<file path="src/hdl/ghra_pkg.sv">
package ghra_pkg;

  localparam int GuestRegs  = 32;
  localparam int HostRegs   = 16;
  localparam int GW         = $clog2(GuestRegs);
  localparam int HW         = $clog2(HostRegs);
  localparam int CW         = $clog2(HostRegs + 1);
  localparam int MaxResults = HostRegs + 2;
  localparam int RCW        = $clog2(MaxResults + 1);
  localparam logic [15:0] MaskReset = 16'hF00F;

  typedef enum logic [2:0] {
    CMD_REBUILD = 3'd0,
    CMD_MAP     = 3'd1,
    CMD_DIRTY   = 3'd2,
    CMD_UNLOCK  = 3'd3,
    CMD_FLUSH   = 3'd4,
    CMD_WRBACK  = 3'd5
  } cmd_e;

  typedef enum logic [2:0] {
    OP_STORE  = 3'd0,
    OP_LOAD   = 3'd1,
    OP_ZERO   = 3'd2,
    OP_DONE   = 3'd3,
    OP_NOFREE = 3'd4
  } op_e;

  localparam logic [1:0] ActLoad   = 2'd1;
  localparam logic [1:0] ActBranch = 2'd2;
  localparam logic [3:0] KindEmpty = 4'd0;
  localparam logic [3:0] KindRsvd  = 4'd1;

  typedef struct packed {
    logic [2:0] command;
    logic [4:0] guest_reg;
    logic [3:0] host_reg;
    logic [1:0] load_action;
    logic [3:0] reg_kind;
  } cmd_t;

  typedef struct packed {
    logic [2:0] op_kind;
    logic [3:0] host_index;
    logic [4:0] guest_index;
    logic       last;
  } res_t;

endpackage

</file>
<file path="src/hdl/guest_host_register_allocator.sv">
// channel | dir | tdata (low bit first)                            | tuser        | tlast
// s_axis  | in  | guest_reg[4:0] host_reg[8:5] load_action[10:9]    | command[2:0] |
//         |     | reg_kind[14:11], zero pad to 16                  |              |
// m_axis  | out | host_index[3:0] guest_index[8:4], zero pad to 16 | op_kind[2:0] | last
// cfg     | in  | reserved_host_mask[15:0] on cfg_wdata_i          |              |
// a map's pointer scan and spill each walk the free order
// flush and write back walk all 32 guest entries, rebuild walks all 16 host entries
// dirty, unlock and unknown commands are answered straight from the idle state
// after reset the back end builds the pool over all 16 host entries; the queue takes two transfers
// a stalled output freezes the back end, then the two-entry queue fills and drops tready
module guest_host_register_allocator (
  input  logic        clk_i,
  input  logic        rst_ni,
  input  logic        cfg_we_i,
  input  logic [15:0] cfg_wdata_i,
  input  logic        s_axis_tvalid_i,
  output logic        s_axis_tready_o,
  input  logic [15:0] s_axis_tdata_i,   // guest_reg, host_reg, load_action, reg_kind
  input  logic [2:0]  s_axis_tuser_i,   // command
  output logic        m_axis_tvalid_o,
  input  logic        m_axis_tready_i,
  output logic [15:0] m_axis_tdata_o,   // host_index, guest_index
  output logic [2:0]  m_axis_tuser_o,   // op_kind
  output logic        m_axis_tlast_o
);
  import ghra_pkg::*;

  logic [15:0] mask_q;
  logic q_valid, q_ready;
  cmd_t q_cmd;
  res_t res;

  always_ff @(posedge clk_i or negedge rst_ni) begin
    if (!rst_ni) begin
      mask_q <= MaskReset;
    end else if (cfg_we_i) begin
      mask_q <= cfg_wdata_i;
    end
  end

  ghra_front u_front (
    .clk_i,
    .rst_ni,
    .s_tvalid_i (s_axis_tvalid_i),
    .s_tready_o (s_axis_tready_o),
    .s_tdata_i  (s_axis_tdata_i),
    .s_tuser_i  (s_axis_tuser_i),
    .q_valid_o  (q_valid),
    .q_ready_i  (q_ready),
    .q_cmd_o    (q_cmd)
  );

  ghra_back u_back (
    .clk_i,
    .rst_ni,
    .mask_i    (mask_q),
    .q_valid_i (q_valid),
    .q_ready_o (q_ready),
    .q_cmd_i   (q_cmd),
    .r_valid_o (m_axis_tvalid_o),
    .r_ready_i (m_axis_tready_i),
    .r_data_o  (res)
  );

  assign m_axis_tdata_o = {7'd0, res.guest_index, res.host_index};
  assign m_axis_tuser_o = res.op_kind;
  assign m_axis_tlast_o = res.last;

`ifndef ASSERT_OFF
  a_stall_hold: assert property (@(posedge clk_i) disable iff (!rst_ni)
    m_axis_tvalid_o && !m_axis_tready_i |=> m_axis_tvalid_o)
    else $error("result dropped under stall");
  a_stall_data: assert property (@(posedge clk_i) disable iff (!rst_ni)
    m_axis_tvalid_o && !m_axis_tready_i |=>
      $stable(m_axis_tdata_o) && $stable(m_axis_tuser_o) && $stable(m_axis_tlast_o))
    else $error("result changed under stall");
  a_last_kind: assert property (@(posedge clk_i) disable iff (!rst_ni)
    m_axis_tvalid_o |->
      m_axis_tlast_o == (m_axis_tuser_o == OP_DONE || m_axis_tuser_o == OP_NOFREE))
    else $error("tlast does not match op kind");
`endif
endmodule

</file>
<file path="src/hdl/ghra_front.sv">
module ghra_front (
  input  logic            clk_i,
  input  logic            rst_ni,
  input  logic            s_tvalid_i,
  output logic            s_tready_o,
  input  logic [15:0]     s_tdata_i,   // guest_reg, host_reg, load_action, reg_kind
  input  logic [2:0]      s_tuser_i,   // command
  output logic            q_valid_o,
  input  logic            q_ready_i,
  output ghra_pkg::cmd_t  q_cmd_o
);
  import ghra_pkg::*;

  cmd_t q0_q, q1_q;
  logic [1:0] cnt_q, cnt_d;
  cmd_t in_cmd;
  logic push, pop;
  logic unused_pad;

  assign in_cmd.command     = s_tuser_i;
  assign in_cmd.guest_reg   = s_tdata_i[4:0];
  assign in_cmd.host_reg    = s_tdata_i[8:5];
  assign in_cmd.load_action = s_tdata_i[10:9];
  assign in_cmd.reg_kind    = s_tdata_i[14:11];
  assign unused_pad = s_tdata_i[15];

  assign s_tready_o = cnt_q != 2'd2;
  assign push = s_tvalid_i && s_tready_o;
  assign q_valid_o = cnt_q != 2'd0;
  assign pop = q_valid_o && q_ready_i;
  assign q_cmd_o = q0_q;

  always_comb begin
    cnt_d = cnt_q + {1'b0, push} - {1'b0, pop};
  end

  always_ff @(posedge clk_i or negedge rst_ni) begin
    if (!rst_ni) begin
      cnt_q <= 2'd0;
    end else begin
      cnt_q <= cnt_d;
    end
  end

  always_ff @(posedge clk_i) begin
    if (pop) begin
      q0_q <= (cnt_q == 2'd2) ? q1_q : in_cmd;
    end else if (push && cnt_q == 2'd0) begin
      q0_q <= in_cmd;
    end
    if (push && (cnt_q == 2'd1 && !pop || cnt_q == 2'd2)) begin
      q1_q <= in_cmd;
    end
  end
endmodule

</file>
<file path="src/hdl/ghra_back.sv">
module ghra_back (
  input  logic            clk_i,
  input  logic            rst_ni,
  input  logic [15:0]     mask_i,
  input  logic            q_valid_i,
  output logic            q_ready_o,
  input  ghra_pkg::cmd_t  q_cmd_i,
  output logic            r_valid_o,
  input  logic            r_ready_i,
  output ghra_pkg::res_t  r_data_o
);
  import ghra_pkg::*;

  typedef enum logic [5:0] {
    ST_IDLE  = 6'b000001,
    ST_BUILD = 6'b000010,
    ST_SCAN  = 6'b000100,
    ST_SPILL = 6'b001000,
    ST_ALLOC = 6'b010000,
    ST_GLOOP = 6'b100000
  } st_e;

  st_e st_q;
  cmd_t c_q;
  logic [GuestRegs-1:0] gmap_q, gdirty_q;
  logic [HW-1:0] g2h_q [GuestRegs];
  logic [3:0] hkind_q [HostRegs];
  logic [HostRegs-1:0] hlock_q, hmapd_q, hhold_q;
  logic [GW-1:0] h2g_q [HostRegs];
  logic [HW-1:0] ford_q [HostRegs];
  logic [CW-1:0] fcnt_q, ptr_q, idx_q;
  logic [GW:0] gi_q;
  logic found_q;
  logic boot_q;
  logic [RCW-1:0] n_q;
  logic out_vld_q;
  res_t out_dat_q;

  logic emv_q;
  res_t emd_q;
  logic busy;
  assign busy = r_valid_o && !r_ready_i;
  assign q_ready_o = st_q == ST_IDLE && !busy;

  always_ff @(posedge clk_i or negedge rst_ni) begin
    if (!rst_ni) begin
      out_vld_q <= 1'b0;
    end else if (!busy) begin
      out_vld_q <= emv_q;
    end
  end
  always_ff @(posedge clk_i) begin
    if (!busy) out_dat_q <= emd_q;
  end
  assign r_valid_o = out_vld_q;
  assign r_data_o = out_dat_q;

  function automatic res_t mk(op_e op, logic [3:0] h, logic [4:0] g, logic l);
    res_t r;
    r.op_kind = op;
    r.host_index = h;
    r.guest_index = g;
    r.last = l;
    return r;
  endfunction

  logic [HW-1:0] hcur;
  logic [GW-1:0] gcur;
  logic [GW-1:0] gi;
  logic [HW-1:0] hsel;
  assign hcur = ford_q[idx_q[HW-1:0]];
  assign gcur = h2g_q[hcur];
  assign gi = gi_q[GW-1:0];
  assign hsel = g2h_q[c_q.guest_reg];

  always_ff @(posedge clk_i or negedge rst_ni) begin
    if (!rst_ni) begin
      st_q <= ST_BUILD;
      ptr_q <= '0;
      idx_q <= '0;
      fcnt_q <= '0;
      gi_q <= '0;
      n_q <= '0;
      found_q <= 1'b0;
      boot_q <= 1'b1;
      emv_q <= 1'b0;
      c_q <= '0;
      gmap_q <= '0;
      gdirty_q <= '0;
      hlock_q <= '0;
      hmapd_q <= '0;
      hhold_q <= '0;
    end else if (!busy) begin
      emv_q <= 1'b0;
      unique case (st_q)
        ST_IDLE: begin
          n_q <= '0;
          if (q_valid_i) begin
            c_q <= q_cmd_i;
            idx_q <= '0;
            unique case (q_cmd_i.command)
              CMD_REBUILD: begin
                st_q <= ST_BUILD;
                fcnt_q <= '0;
              end
              CMD_MAP: st_q <= ST_SCAN;
              CMD_DIRTY: begin
                gdirty_q[q_cmd_i.guest_reg] <= 1'b1;
                emv_q <= 1'b1;
                emd_q <= mk(OP_DONE, 4'd0, 5'd0, 1'b1);
              end
              CMD_UNLOCK: begin
                hlock_q[q_cmd_i.host_reg] <= 1'b0;
                emv_q <= 1'b1;
                emd_q <= mk(OP_DONE, q_cmd_i.host_reg, 5'd0, 1'b1);
              end
              CMD_FLUSH: begin
                gi_q <= '0;
                st_q <= ST_GLOOP;
              end
              CMD_WRBACK: begin
                gi_q <= '0;
                st_q <= ST_GLOOP;
              end
              default: begin
                emv_q <= 1'b1;
                emd_q <= mk(OP_DONE, 4'd0, 5'd0, 1'b1);
              end
            endcase
          end
        end
        ST_BUILD: begin
          if (idx_q == '0) begin
            gmap_q <= '0;
            gdirty_q <= '0;
            hlock_q <= '0;
            hmapd_q <= '0;
            hhold_q <= '0;
          end
          hkind_q[idx_q[HW-1:0]] <= mask_i[idx_q[HW-1:0]] ? KindRsvd : KindEmpty;
          h2g_q[idx_q[HW-1:0]] <= '0;
          if (!mask_i[idx_q[HW-1:0]]) begin
            ford_q[(idx_q == '0) ? '0 : fcnt_q[HW-1:0]] <= idx_q[HW-1:0];
            fcnt_q <= ((idx_q == '0) ? CW'(0) : fcnt_q) + CW'(1);
          end else if (idx_q == '0) begin
            fcnt_q <= '0;
          end
          if (idx_q == CW'(HostRegs - 1)) begin
            st_q <= ST_IDLE;
            boot_q <= 1'b0;
            if (!boot_q) begin
              emv_q <= 1'b1;
              emd_q <= mk(OP_DONE, 4'd0, 5'd0, 1'b1);
            end
          end else begin
            idx_q <= idx_q + CW'(1);
          end
        end
        ST_SCAN: begin
          if (gmap_q[c_q.guest_reg]) begin
            st_q <= ST_IDLE;
            hlock_q[hsel] <= 1'b1;
            emv_q <= 1'b1;
            emd_q <= mk(OP_DONE, hsel, 5'd0, 1'b1);
            if (c_q.load_action == ActBranch) begin
              if (c_q.guest_reg != '0 && gdirty_q[c_q.guest_reg]) begin
                emv_q <= 1'b1;
                emd_q <= mk(OP_STORE, hsel, c_q.guest_reg, 1'b0);
                st_q <= ST_ALLOC;
                found_q <= 1'b1;
              end else begin
                g2h_q[c_q.guest_reg] <= '0;
              end
              gdirty_q[c_q.guest_reg] <= 1'b0;
              gmap_q[c_q.guest_reg] <= 1'b0;
              hkind_q[hsel] <= c_q.reg_kind;
              hhold_q[hsel] <= 1'b1;
              hmapd_q[hsel] <= 1'b0;
              h2g_q[hsel] <= '0;
            end
          end else if (ptr_q < fcnt_q && hkind_q[ford_q[ptr_q[HW-1:0]]] != KindEmpty) begin
            ptr_q <= ptr_q + CW'(1);
          end else if (ptr_q < fcnt_q) begin
            found_q <= 1'b0;
            st_q <= ST_ALLOC;
          end else begin
            idx_q <= '0;
            found_q <= 1'b0;
            st_q <= ST_SPILL;
          end
        end
        ST_SPILL: begin
          if (idx_q >= fcnt_q) begin
            if (!found_q) begin
              st_q <= ST_IDLE;
              emv_q <= 1'b1;
              emd_q <= mk(OP_NOFREE, 4'd0, 5'd0, 1'b1);
            end else begin
              st_q <= ST_ALLOC;
              found_q <= 1'b0;
              idx_q <= '0;
            end
          end else begin
            idx_q <= idx_q + CW'(1);
            if (!hlock_q[hcur]) begin
              if (gcur != '0 && gdirty_q[gcur] && n_q < RCW'(MaxResults - 1)) begin
                emv_q <= 1'b1;
                emd_q <= mk(OP_STORE, hcur, gcur, 1'b0);
                n_q <= n_q + RCW'(1);
              end
              gdirty_q[gcur] <= 1'b0;
              gmap_q[gcur] <= 1'b0;
              g2h_q[gcur] <= '0;
              hkind_q[hcur] <= KindEmpty;
              hmapd_q[hcur] <= 1'b0;
              h2g_q[hcur] <= '0;
              hhold_q[hcur] <= 1'b0;
              if (!found_q) begin
                ptr_q <= idx_q;
                found_q <= 1'b1;
              end
            end
          end
        end
        ST_ALLOC: begin
          if (found_q) begin
            // branch load of a mapped guest, done after its store
            st_q <= ST_IDLE;
            found_q <= 1'b0;
            g2h_q[c_q.guest_reg] <= '0;
            emv_q <= 1'b1;
            emd_q <= mk(OP_DONE, hsel, 5'd0, 1'b1);
          end else if (idx_q == CW'(HostRegs)) begin
            st_q <= ST_IDLE;
            emv_q <= 1'b1;
            emd_q <= mk(OP_DONE, ford_q[ptr_q[HW-1:0] - HW'(1)], 5'd0, 1'b1);
          end else begin
            hkind_q[ford_q[ptr_q[HW-1:0]]] <= c_q.reg_kind;
            hlock_q[ford_q[ptr_q[HW-1:0]]] <= 1'b1;
            gdirty_q[c_q.guest_reg] <= 1'b0;
            if (c_q.load_action != ActBranch) begin
              hhold_q[ford_q[ptr_q[HW-1:0]]] <= 1'b0;
              hmapd_q[ford_q[ptr_q[HW-1:0]]] <= 1'b1;
              h2g_q[ford_q[ptr_q[HW-1:0]]] <= c_q.guest_reg;
              gmap_q[c_q.guest_reg] <= 1'b1;
              g2h_q[c_q.guest_reg] <= ford_q[ptr_q[HW-1:0]];
            end else begin
              hhold_q[ford_q[ptr_q[HW-1:0]]] <= 1'b1;
              hmapd_q[ford_q[ptr_q[HW-1:0]]] <= 1'b0;
              h2g_q[ford_q[ptr_q[HW-1:0]]] <= '0;
            end
            if (c_q.load_action == ActLoad || c_q.load_action == ActBranch) begin
              emv_q <= 1'b1;
              emd_q <= (c_q.guest_reg != '0) ?
                       mk(OP_LOAD, ford_q[ptr_q[HW-1:0]], c_q.guest_reg, 1'b0) :
                       mk(OP_ZERO, ford_q[ptr_q[HW-1:0]], 5'd0, 1'b0);
            end
            ptr_q <= ptr_q + CW'(1);
            idx_q <= CW'(HostRegs);
          end
        end
        ST_GLOOP: begin
          if (gi_q == (GW+1)'(GuestRegs)) begin
            st_q <= ST_IDLE;
            emv_q <= 1'b1;
            emd_q <= mk(OP_DONE, 4'd0, 5'd0, 1'b1);
          end else begin
            gi_q <= gi_q + (GW+1)'(1);
            if (gmap_q[gi]) begin
              if (gi != '0 && gdirty_q[gi] && n_q < RCW'(MaxResults - 1)) begin
                emv_q <= 1'b1;
                emd_q <= mk(OP_STORE, g2h_q[gi], gi, 1'b0);
                n_q <= n_q + RCW'(1);
              end
              if (c_q.command == CMD_FLUSH) begin
                gdirty_q[gi] <= 1'b0;
                gmap_q[gi] <= 1'b0;
                g2h_q[gi] <= '0;
                hkind_q[g2h_q[gi]] <= KindEmpty;
                hlock_q[g2h_q[gi]] <= 1'b0;
                hmapd_q[g2h_q[gi]] <= 1'b0;
                h2g_q[g2h_q[gi]] <= '0;
                hhold_q[g2h_q[gi]] <= 1'b0;
              end
            end
          end
        end
        default: st_q <= ST_IDLE;
      endcase
    end
  end

  logic unused;
  assign unused = ^{hmapd_q, hhold_q};
endmodule

</file>
<file path="config.mk">
export PLATFORM = sky130hd
export DESIGN_NAME = guest_host_register_allocator
export DESIGN_NICKNAME = d
export VERILOG_FILES = /design/src/hdl/ghra_pkg.sv /design/src/hdl/guest_host_register_allocator.sv /design/src/hdl/ghra_front.sv /design/src/hdl/ghra_back.sv
export SDC_FILE = /design/constraint.sdc
export NUM_CORES = 1
export LEC_CHECK = 0
export BUFFER_PORTS_ARGS = -buffer_cell sky130_fd_sc_hd__buf_2
export CAP_MARGIN = 20
export CORE_MARGIN = 4
export CORE_UTILIZATION = 55
export DETAILED_ROUTE_END_ITERATION = 8
export PLACE_DENSITY = 0.75
export SYNTH_ARGS = -nofsm -noshare
export SYNTH_HDL_FRONTEND = slang
export SYNTH_SLANG_ARGS = --single-unit
export TNS_END_PERCENT = 5
</file>
<file path="constraint.sdc">
create_clock -name clk_i -period 5.6 [get_ports clk_i]
set_clock_uncertainty 0.2 [all_clocks]
set_input_delay 0.28 -clock clk_i [delete_from_list [all_inputs] [get_ports clk_i]]
set_output_delay 0.28 -clock clk_i [all_outputs]
set_load 0.02 [all_outputs]
</file>
# ---- Word level (Yosys, flattened, before mapping)
# Memories as Yosys holds them, arrays and structs flattened.
# Index checks and enable logic that the tools add are counted.
dict set report classes {
  shift 0
  n_lt_le_gt_ge 21
  reduce_logical 78
  eq_ne 62
  add_sub_neg 8
  div_mod_pow 0
  n_bitwise 21
  mux 242
  mul 0
}
# operator count
set op_table {}
lappend op_table {{two-way mux 32 bit} 22}
lappend op_table {{two-way mux 13 bit} 15}
lappend op_table {{AND 32 bit} 6}
lappend op_table {{case mux 32 bit (6 select lines)} 1}
lappend op_table {{two-way mux 5 bit} 36}
lappend op_table {{case mux 32 bit (5 select lines)} 1}
lappend op_table {{two-way mux 16 bit} 9}
lappend op_table {{two-way mux 1 bit} 97}
lappend op_table {{NOT 32 bit} 3}
lappend op_table {{case mux 16 bit (5 select lines)} 1}
lappend op_table {{case mux 13 bit (6 select lines)} 1}
lappend op_table {{two-way mux 6 bit} 12}
lappend op_table {{two-way mux 4 bit} 17}
lappend op_table {{OR 32 bit} 2}
lappend op_table {{two-way mux 18 bit} 3}
lappend op_table {{inequality test 2 bit, second input constant} 19}
lappend op_table {{case mux 6 bit (6 select lines)} 1}
lappend op_table {{AND 16 bit} 2}
lappend op_table {{NOT 16 bit} 2}
lappend op_table {{OR 16 bit} 2}
lappend op_table {{logical AND 1 bit} 31}
lappend op_table {{< comparator 4 x 5 -> 1 bit, second input constant} 6}
lappend op_table {{case mux 5 bit (3 select lines)} 2}
lappend op_table {{nonzero test 5 bit} 6}
lappend op_table {{66 further kinds} 135}
dict set report totals {
  elab_cells 473
  ff_bits 210
  in_bits 40
  memories 4
  mem_bits_rw 336
  out_inout_bits 22
  romBits 0
  latch_bits 0
}
# name words word_bits rd rd_clocked_by_memory_dff write_ports line_no
set memory_table {}
lappend memory_table {u_back.g2h_q 32 4 2 0 1 ghra_back.sv:26} ;# logic [HW-1:0] g2h_q [GuestRegs];
lappend memory_table {u_back.h2g_q 16 5 1 0 1 ghra_back.sv:29} ;# logic [GW-1:0] h2g_q [HostRegs];
lappend memory_table {u_back.ford_q 16 4 3 0 1 ghra_back.sv:30} ;# logic [HW-1:0] ford_q [HostRegs];
lappend memory_table {u_back.hkind_q 16 4 1 0 1 ghra_back.sv:27} ;# logic [3:0] hkind_q [HostRegs];

# ---- Longest topological paths before layout
# Gate-level depths: netlist of run 1.
dict set report logic_depth {
  depth_word 14
  mapped_depth 20
  mapped_depth_nobuf 14
}

# ---- Hierarchy
# Synthesis of run 1 repeated with hierarchy kept, for this count alone.
dict set report hier_totals {
  cells_unflattened 2435
  area_unflattened_um2 29671.0
}
# mod seq_area_each_um2 instances cells_each area_each_um2
set by_module_without_submodules {}
lappend by_module_without_submodules {ghra_back 14126.0 1 2324 27458.8}
lappend by_module_without_submodules {ghra_front 1131.1 1 69 1496.4}
lappend by_module_without_submodules {guest_host_register_allocator 410.4 1 42 715.7}

# ---- Least setup slack after synthesis of run 1
# Ideal clock, no wire load.
dict set report synth_path {
  path_kind {reg2reg}
  from {register u_back.idx_q[0]}
  to {register u_back.emd_q[0] (netlist name) (enable)}
  arrival_ns 4.615
  setup_slack_ns 0.403
  synth_period_minus_slack_ns 5.197
  path_stages_with_launch 17
  setup_time_ns 0.382
  t_required_ns 5.018
  path_buffers 5
  path_cell_list {dfrtp_1 -> buf_6 -> buf_6 -> mux4_2 -> mux4_2 -> or2_0 -> buf_2 -> a221o_1 -> buf_2 -> and4_1 -> buf_4 -> mux2i_1 -> a22o_1 -> a2111oi_4 -> and2_1 -> a21oi_1 -> nor2_1}
}
dict set report synth_via {
  elab_chain_len 8
  word_cells_on_any_way 18
  classes_between {order compare (1); eq/ne (7); mux (4); reduce/logical (4); memory (2)}
}
# element line_no
set synth_lines {}
lappend synth_lines {{start, declared} ghra_back.sv:31} ;# logic [CW-1:0] fcnt_q, ptr_q, idx_q;
lappend synth_lines {{start signal, assigned} ghra_back.sv:156} ;# idx_q <= idx_q + CW'(1);
lappend synth_lines {{start signal, assigned} ghra_back.sv:204} ;# idx_q <= idx_q + CW'(1);
lappend synth_lines {{start signal, assigned} ghra_back.sv:259} ;# idx_q <= CW'(HostRegs);
lappend synth_lines {{memory (16 x 4 bit)} -}
lappend synth_lines {{memory (16 x 5 bit)} -}
lappend synth_lines {{binary-select mux 1 bit (select 5 bit)} ghra_back.sv:206} ;# if (gcur != '0 && gdirty_q[gcur] && n_q < RCW'(MaxResults - 1)) begin
lappend synth_lines {{two-way mux 1 bit (not written as such)} ghra_back.sv:206}
lappend synth_lines {{logical AND 1 bit (2 in a row)} ghra_back.sv:206}
lappend synth_lines {{inequality test 3 x 1 -> 1 bit (no line)} -}
lappend synth_lines {{AND reduction 14 bit (no line) *} -}
lappend synth_lines {{end signal, assigned} ghra_back.sv:197} ;# emd_q <= mk(OP_NOFREE, 4'd0, 5'd0, 1'b1);
lappend synth_lines {{end signal, assigned} ghra_back.sv:208} ;# emd_q <= mk(OP_STORE, hcur, gcur, 1'b0);
lappend synth_lines {{end signal, assigned} ghra_back.sv:232} ;# emd_q <= mk(OP_DONE, hsel, 5'd0, 1'b1);
lappend synth_lines {{end, declared} ghra_back.sv:40} ;# res_t emd_q;
# Mark *: on every way between the ends. The rest lies on a longest branch, timed or not. The select of a mux whose other input is x is not followed.
# A chain may end at the register's enable or synchronous reset.

# ---- Final worst setup path of run 1
dict set report layout_path {
  from {register u_back.idx_q[1]}
  to {memory u_back.h2g_q[14][0] (netlist name) (enable)}
}
dict set report layout_via {
  elab_chain_len 13
  word_cells_on_any_way 33
  classes_between {order compare (1); eq/ne (1); mux (24); bitwise (1); reduce/logical (5); memory (1)}
}
# element line_no
set layout_lines {}
lappend layout_lines {{memory (16 x 4 bit)} -}
lappend layout_lines {{binary-select mux 1 bit (select 4 bit)} ghra_back.sv:205} ;# if (!hlock_q[hcur]) begin
lappend layout_lines {{two-way mux 1 bit (not written as such)} ghra_back.sv:205}
lappend layout_lines {{two-way mux 1 bit} ghra_back.sv:205}
lappend layout_lines {{two-way mux 1 bit} ghra_back.sv:193} ;# if (idx_q >= fcnt_q) begin
lappend layout_lines {{two-way mux 1 bit} ghra_back.sv:95} ;# unique case (st_q)
lappend layout_lines {{two-way mux 1 bit} ghra_back.sv:93} ;# end else if (!busy) begin
lappend layout_lines {{logical AND 1 bit (not written as such)} ghra_back.sv:216} ;# h2g_q[hcur] <= '0;
lappend layout_lines {{two-way mux 1 bit (not written as such)} ghra_back.sv:216}
lappend layout_lines {{OR reduction 5 bit (no line)} -}
lappend layout_lines {{two-way mux 4 bit (no line) / two-way mux 1 bit (equally long branches) (3 in a row)} -}
lappend layout_lines {{end, declared} ghra_back.sv:29}
# Several ways; a longest one is shown, not always the timed one. The select of a mux whose other input is x is not followed.

==> impl_results.md, run 1 <==
* Status: completed
* Antenna diodes at 0
* Post-layout min period at 5440 ps
* Number of global-route vias before repair at between 20,000 and 25,000
* WL per Instance at 28.3 um
* Total negative setup slack at 0 ps
* Die height at 241 um
* Hold Fails Final Rpt at 0
* Area delta synth->final at 13.3%
* Critical path's largest stage delay at ~660 ps
* DRC at 0
* Area leader, netlist: edfxtp_1
* Cell Chain, Critical Path: buf_4, mux4_2, mux4_2, nand2b_1, o22ai_1, or3_1, nand4_1, buf_4, mux2i_1, mux2i_1, o21ai_0, nand2_1, nor2_1
* Yosys warnings at 0
* LEAKAGE at 0.0120 uW
* Grt total ovfl at 0
* Port-buffer cells at 53
* Setup CP Type: register to register
* Max Cap Viol at 0
* Crit-path max FO at 17
* Fmax at 184 MHz
* Crit share post-route at 97.2%
* Synth top area share at 40.2%
* Max-slew headroom at 35.9%
* Synthesized flop and latch total at 546
* Initial core utilization at 56.0%
* Hpwl dp at 63.7 mm
* Initial antenna violation count at 0
* CTS Sinks at 546
* Root buf cell: clkbuf_16
* Most used DFF post-synth: edfxtp_1
* CP bufs+invs at 2
* Worst hold margin at 19.3 ps
* Synth top area cells: edfxtp_1 40%, mux4_2 12%, dfrtp_1 12%, a21oi_1 3.8%, nor2_1 2.7%
* Overall routing resource usage at 32.0%
* TritonCTS Buffers at 58
* Filler cell count at 3,927
* Site Rows at 84
* DRT Pass-1 Iters at 8
* Clock slew at reported path FFs at 70 ps
* CTS tree: built
* Total Wirelength at 93.4 mm
* Delay-heaviest family, CP: simple AND/OR/NAND/NOR gates
* 1st-iter DRT viols at 3,114
* Max-slew violations at 0
* Critical Path AT at 5520 ps
* Cell count after synthesis at 2,457
* Nature of the critical path endpoint: register
* Layout cells sized above 1 at a little over a fifth
* Skew-Pair Late Insertion Delay at 660 ps
* Seq/Total Area, Yosys at 52.7%
* FF-to-FF setup slack at 160 ps
* EDFF count, synth at 398
* FFs w/ async S/R, synth at a little over a quarter
* CP Launch Type: register
* Via-per-instance ratio at 7.03
* Slowest cell on the critical path: dfrtp_2
* Mapped Area at 0.0297 mm^2
* CTS H-Tree Depth at 2
* Io pins at 62
* Slew of the pin with the lowest slew margin at about 950 ps
* Die area at ~0.058 mm^2
* Core area at between 0.05 and 0.06 mm^2
* Most common cell in the netlist: edfxtp_1
* Die X at ~240 um
* Max VDD drop at just over 0.3 mV
* Largest net degree at the start of global routing at 133
* Required @ worst endpoint at 5680 ps
* Total power at 15,100 uW
* First-pass GRT wire length at 141 mm
* Unique cell type count in the Yosys netlist at approximately 80
* Final setup vio count at 0
* Clk buf depth at 3
* Post-DRT Antenna Nets at 0
* HP Class: input port to asynchronous set/reset pin
* Power per cell area at 449 mW/mm^2
* Syn avg cell area at between 10 and 15 um^2
* RSZ-0062 raised after global routing: no
* GPL Wtd Cong at around 1
* Nets at approximately 2,600
* Vias at about 23,000
* Synth cell count leaders: 398 x edfxtp_1, 224 x a21oi_1, 213 x nor2_1
-- final timing paths --
kind | start | end | cells past startpoint
max | u_back.idx_q[1]$_DFFE_PN0P_ | u_back.h2g_q[14][0]$_DFFE_PP_ | 13
min | rst_ni | u_back.gmap_q[22]$_DFFE_PN0P_ | 3
max reg2reg | u_back.idx_q[1]$_DFFE_PN0P_ | u_back.h2g_q[14][0]$_DFFE_PP_ | 13
min reg2reg | u_back.emd_q[8]$_DFFE_PP_ | u_back.r_data_o[8]$_DFFE_PN_ | 0
max in group asynchronous | rst_ni | u_back.idx_q[3]$_DFFE_PN0P_ | 4
min in group clk_i | s_axis_tdata_i[8] | u_front.q1_q[9]$_DFFE_PP_ | 2
-- final cells by class --
class | count | area, um^2 | area share, %
clock buffer | 71 | 1530 | 4.54
clock inverter | 38 | 397 | 1.18
inverter | 47 | 176 | 0.524
multi-input combinational | 1674 | 13100 | 39.0
sequential | 546 | 15700 | 46.6
tap | 688 | 861 | 2.55
timing repair buffer | 238 | 1920 | 5.69
-- sequential cells by signal (all words and copies together) (netlist names), 6 cells and up --
register         cells
u_back.g2h_q       128
u_back.r_data_o     13
u_back.st_q          6
u_front.q1_q        18
u_back.c_q          14
u_front.q_cmd_o     18
u_back.h2g_q        80
u_back.emd_q        13
u_back.gi_q          6
u_back.hlock_q      16
u_back.gmap_q       32
u_back.ford_q       64
u_back.hkind_q      64
mask_q              16
u_back.gdirty_q     32
-- power breakdown --
group,leakage (uW),internal (uW),switching [uW],total (uW)
logic,0.00527,2100,3840,5940
clock network,0.000940,2230,1670,3900
registers,0.00574,4740,552,5290
total,0.0120,9070,6060,15100
-- per-stage QoR --
step                      cells  setup slack (ps)  utilization, %  instance area (um^2)
after floorplan            2463               403               -                 29800
after global placement     3134              4.37            58.6                 31100
after detailed placement   3134             -64.5            58.6                 31100
after CTS                  3296              16.7            63.2                 33600
after global routing       3302              47.0            63.5                 33700
final                      3302               159            63.5                 33700
-- cell usage in the layout (no fill, tap or decap), types with 26 or more instances in the layout --
| master | instances |
|---|---|
| nand3_1 | 35 |
| dlygate4sd3_1 | 52 |
| and3b_1 | 34 |
| inv_1 | 46 |
| o32ai_1 | 49 |
| nor2_1 | 211 |
| mux2i_1 | 64 |
| mux2_2 | 62 |
| edfxtp_1 | 398 |
| buf_4 | 122 |
| o21ai_0 | 123 |
| nor4_1 | 26 |
| o22ai_1 | 63 |
| dfrtp_1 | 130 |
| clkbuf_16 | 59 |
| buf_2 | 52 |
| nor3_1 | 47 |
| o41ai_1 | 38 |
| mux4_2 | 156 |
| ha_1 | 26 |
| nor3b_1 | 37 |
| a21oi_1 | 223 |
| nand2_1 | 177 |
-- kinds of logic after synthesis --
family	count (synthesis)	share of synthesized area, %
AO/OA/AOI/OAI	637	13.8
XOR/XNOR	4	0.118
adder cells (fa/ha/maj)	26	1.09
buffers and inverters	243	3.51
flip-flops	546	52.7
multiplexers	285	16.5
other	1	0.0126
AND/OR/NAND/NOR	715	12.2
-- worst register-to-register path, delay by kind of cell, from the launching register on --
kind            cells  cell delay (ps)
compound gates      2              470
flops               1              660
mux                 4             1240
buf+inv             2              540
simple gates        5             1930
-- layer usage --
layer	part of all wire [%]	global-route usage, %
met1	38	42.4
met2	46	50.4
met3	10	7.44
met4	5.6	15.8
met5	0	0
-- repair_timing --
action | CTS | global route
endpoints found under the hold margin | 151 | 0
gates resized for setup | 2 | 8
cloned | 0 | 0
hold buffers | 53 | 0
setup buffers | 0 | 1
endpoints found under the setup margin | 25 | 195
(Power assumes the default switching activity.)
==> run 2, diff against run 1 <==
--- a/config.mk
+++ b/config.mk
@@ -5,12 +5,13 @@
 export SDC_FILE = /design/constraint.sdc
 export NUM_CORES = 1
 export LEC_CHECK = 0
-export BUFFER_PORTS_ARGS = -buffer_cell sky130_fd_sc_hd__buf_2
+export BUFFER_PORTS_ARGS = -buffer_cell sky130_fd_sc_hd__buf_4
 export CAP_MARGIN = 20
 export CORE_MARGIN = 4
 export CORE_UTILIZATION = 55
 export DETAILED_ROUTE_END_ITERATION = 8
-export PLACE_DENSITY = 0.75
+export PLACE_DENSITY = 0.69
+export SKIP_CTS_REPAIR_TIMING = 1
 export SYNTH_ARGS = -nofsm -noshare
 export SYNTH_HDL_FRONTEND = slang
 export SYNTH_SLANG_ARGS = --single-unit
==> run 2 against run 1 <==
Final area up 0.37%. Wire length fell by 2.7%. Power shrank 0.79%. Sequential cell count stayed put. Via count is 0.40% higher. Die area did not move. Register-to-register slack better by 110 ps. Cell count increased by 0.24%. Maximum frequency grew 2.2%. Largest power group unchanged.
==> impl_results.md, run 2 (same netlist as run 1, synthesis figures left out) <==
* RR Startpoint: u_back.idx_q[0]$_DFFE_PN0P_ (was u_back.idx_q[1]$_DFFE_PN0P_)
* Nets at 2,641 (was 2,631)
* Site Rows at 84 (unchanged)
* Sw power at 5960 uW (was 6060 uW)
* Largest net degree at the start of global routing at 88 (was 133)
* Total Wirelength at 90.9 mm (was 93.4 mm)
* Commonest cells after routing, fill and taps aside: 398 x edfxtp_1, 224 x a21oi_1, 212 x nor2_1 (was 398 x edfxtp_1, 223 x a21oi_1, 211 x nor2_1)
* Final setup vio count at 0 (unchanged)
* Nature of the critical path endpoint: register (unchanged)
* Required @ worst endpoint at 5660 ps (was 5680 ps)
* Io pins at 62 (unchanged)
* Sw frac at 39.7% (was 40.0%)
* Clock share of power at 25.4% (was 25.8%)
* Max-slew headroom at 29.6% (was 35.9%)
* Hpwl dp at 62.5 mm (was 63.7 mm)
* Fmax at 188 MHz (was 184 MHz)
* Filler cell count at 4,000 (was 3,927)
* First-pass GRT wire length at 135 mm (was 141 mm)
* LEAKAGE at 0.0120 uW (about the same)
* GPL Wtd Cong at 1.04 (was 1.00)
* TritonCTS Buffers at 56 (was 58)
* HP Class: input port to asynchronous set/reset pin (unchanged)
* DRT Pass-1 Iters at 6 (was 8)
* Layout cells sized above 1 at 21.1% (was 21.2%)
* Die area at 0.0578 mm^2 (unchanged)
* Register-to-Register Path Depth at 16 (was 13)
* FF-to-FF setup slack at 270 ps (was 160 ps)
* Critical Path AT at 5390 ps (was 5520 ps)
* Initial antenna violation count at 2 (was 0)
* Cell Chain, Critical Path: mux4_2, mux2i_4, buf_12, mux2i_2, buf_4, mux2_2, o22ai_1, or3_1, nand4_1, buf_4, nor2_1, a21oi_1, o21ai_0, buf_4, nand2_1, nor3_1 (was buf_4, mux4_2, mux4_2, nand2b_1, o22ai_1, or3_1, nand4_1, buf_4, mux2i_1, mux2i_1, o21ai_0, nand2_1, nor2_1)
* Vias at 23,312 (was 23,219)
* DP Worst Slack at 123 ps (was -64.5 ps)
* Power per cell area at 444 mW/mm^2 (was 449 mW/mm^2)
* Post-Layout Cell Count at 3,310 (was 3,302)
* Crit path top cell by count: buf_4
* Sequential power share at 35.1% (was 35.0%)
* Max Cap Viol at 0 (unchanged)
* Port-buffer cells at 53 (unchanged)
* Max FFs per register at 128 (unchanged)
* WL per Instance at 27.5 um (was 28.3 um)
* Setup CP Type: register to register (unchanged)
* CTS Sinks at 546 (unchanged)
* Logic gate share of total power at 39.5% (was 39.3%)
* Placed insts at 3,150 (was 3,134)
* Die X at 241 um (unchanged)
* 1st-iter DRT viols at 3,202 (was 3,114)
* Crit share post-route at 95.1% (was 97.2%)
* Slew of the pin with the lowest slew margin at 1060 ps (was 947 ps)
* Total negative setup slack at 0 ps (unchanged)
* CP Launch Type: register (unchanged)
* Grt total ovfl at 0 (unchanged)
* Worst R2R End: u_back.g2h_q[31][1]$_DFFE_PP_ (was u_back.h2g_q[14][0]$_DFFE_PP_)
* Slowest cell on the critical path: dfrtp_4 (was dfrtp_2)
* Die height at 241 um (unchanged)
* Hold Fails Final Rpt at 0 (unchanged)
* Post-DRT Antenna Nets at 0 (unchanged)
* Max-slew violations at 0 (unchanged)
* Initial core utilization at 56.0% (unchanged)
* Via-per-instance ratio at 7.04 (was 7.03)
* Final setup margin at 274 ps (was 159 ps)
* CTS tree: built (unchanged)
* RSZ-0062 raised after global routing: no (unchanged)
* Number of global-route vias before repair at 22,413 (was 22,971)
* Max VDD drop at 0.292 mV (was 0.302 mV)
* Commonest non-fill, non-tap cell in the layout: edfxtp_1 (unchanged)
* Clock slew at reported path FFs at 60 ps (was 70 ps)
* Skew-Pair Late Insertion Delay at 640 ps (was 660 ps)
* CTS H-Tree Depth at 2 (unchanged)
* Top flop regs: u_back.g2h_q (128), u_back.h2g_q (80) (unchanged)
* Pint at 9050 uW (was 9070 uW)
* Area delta synth->final at 13.7% (was 13.3%)
* Clk buf depth at 3 (unchanged)
* Multi-input gate area at 0.0131 mm^2 (about the same)
* Core area at 0.0531 mm^2 (unchanged)
* Overall routing resource usage at 30.7% (was 32.0%)
* Post-layout min period at 5330 ps (was 5440 ps)
* Sequential cell area at 0.0157 mm^2 (about the same)
* Critical path's largest stage delay at 620 ps (was 660 ps)
* Status: completed (unchanged)
* Root buf cell: clkbuf_16 (unchanged)
* Crit-path max FO at 21 (was 17)
* DRC at 0 (unchanged)
* Reg with most FFs: u_back.g2h_q (unchanged)
## run 2: cell count changes in the layout (fill, tap and decap cells not counted), moves of 2 or more
cell	change
clkinv_2	-6
buf_4	+65
nor4_2	-2
clkbuf_8	+3
a2111oi_1	+2
clkbuf_1	+4
nor4_1	+2
buf_2	-52
buf_8	-2
clkinv_1	-3
## run 2: layout make-up
class                      count  area share, %
sequential                   546           46.4
tap                          688           2.55
antenna                        1        0.00740
multi-input combinational   1674           38.7
timing repair buffer         250           6.29
clock inverter                26          0.832
clock buffer                  78           4.69
inverter                      47          0.522
## run 2: how the worst max path moves through the flow
stage                                start                             to  slack, ps
3_5_place_dp   u_back.idx_q[0]$_DFFE_PN0P_  u_back.g2h_q[31][1]$_DFFE_PP_        120
3_3_place_gp   u_back.idx_q[0]$_DFFE_PN0P_      u_back.emd_q[7]$_DFFE_PP_        130
2_1_floorplan  u_back.idx_q[0]$_DFFE_PN0P_      u_back.emd_q[0]$_DFFE_PP_        400
5_1_grt        u_back.idx_q[0]$_DFFE_PN0P_      u_back.emd_q[7]$_DFFE_PP_         50
4_1_cts        u_back.idx_q[0]$_DFFE_PN0P_  u_back.g2h_q[31][1]$_DFFE_PP_         90
6_report       u_back.idx_q[0]$_DFFE_PN0P_  u_back.g2h_q[31][1]$_DFFE_PP_        270
## run 2: per-layer routing
layer  GRT usage [%]  part of all wire, %  up-vias
li1                -                    -     9901
met1            41.6                   38    11540
met2            47.8                   46     1497
met3            6.19                   10      372
met4            15.6                  6.0        2
met5               0                0.014        -
## run 2: power groups by stage
stage	registers [uW]	logic, uW	clock network (uW)
finish	5270	5930	3810
global route	5300	6170	4030
CTS	5250	5670	3850
detailed placement	5340	5640	0
global placement	5320	5550	0
floorplan	5010	3770	0
## run 2: worst max-delay path, delay by kind of cell (launching register included)
family          cells  cell delay [ps]
compound gates      3              360
simple gates        5             1510
buf+inv             4             1000
flops               1              620
mux                 4             1240
## run 2: through the flow
stage / power [uW] / area (um^2) / hold slack (ps) / utilization, %
after floorplan: 8780 / 29800 / -216 / -
after global placement: 10900 / 31300 / -29.5 / 59.0
after detailed placement: 11000 / 31400 / -31.2 / 59.1
after CTS: 14800 / 33200 / -695 / 62.6
after global routing: 15500 / 33800 / 14.1 / 63.7
final: 15000 / 33800 / 10.4 / 63.7
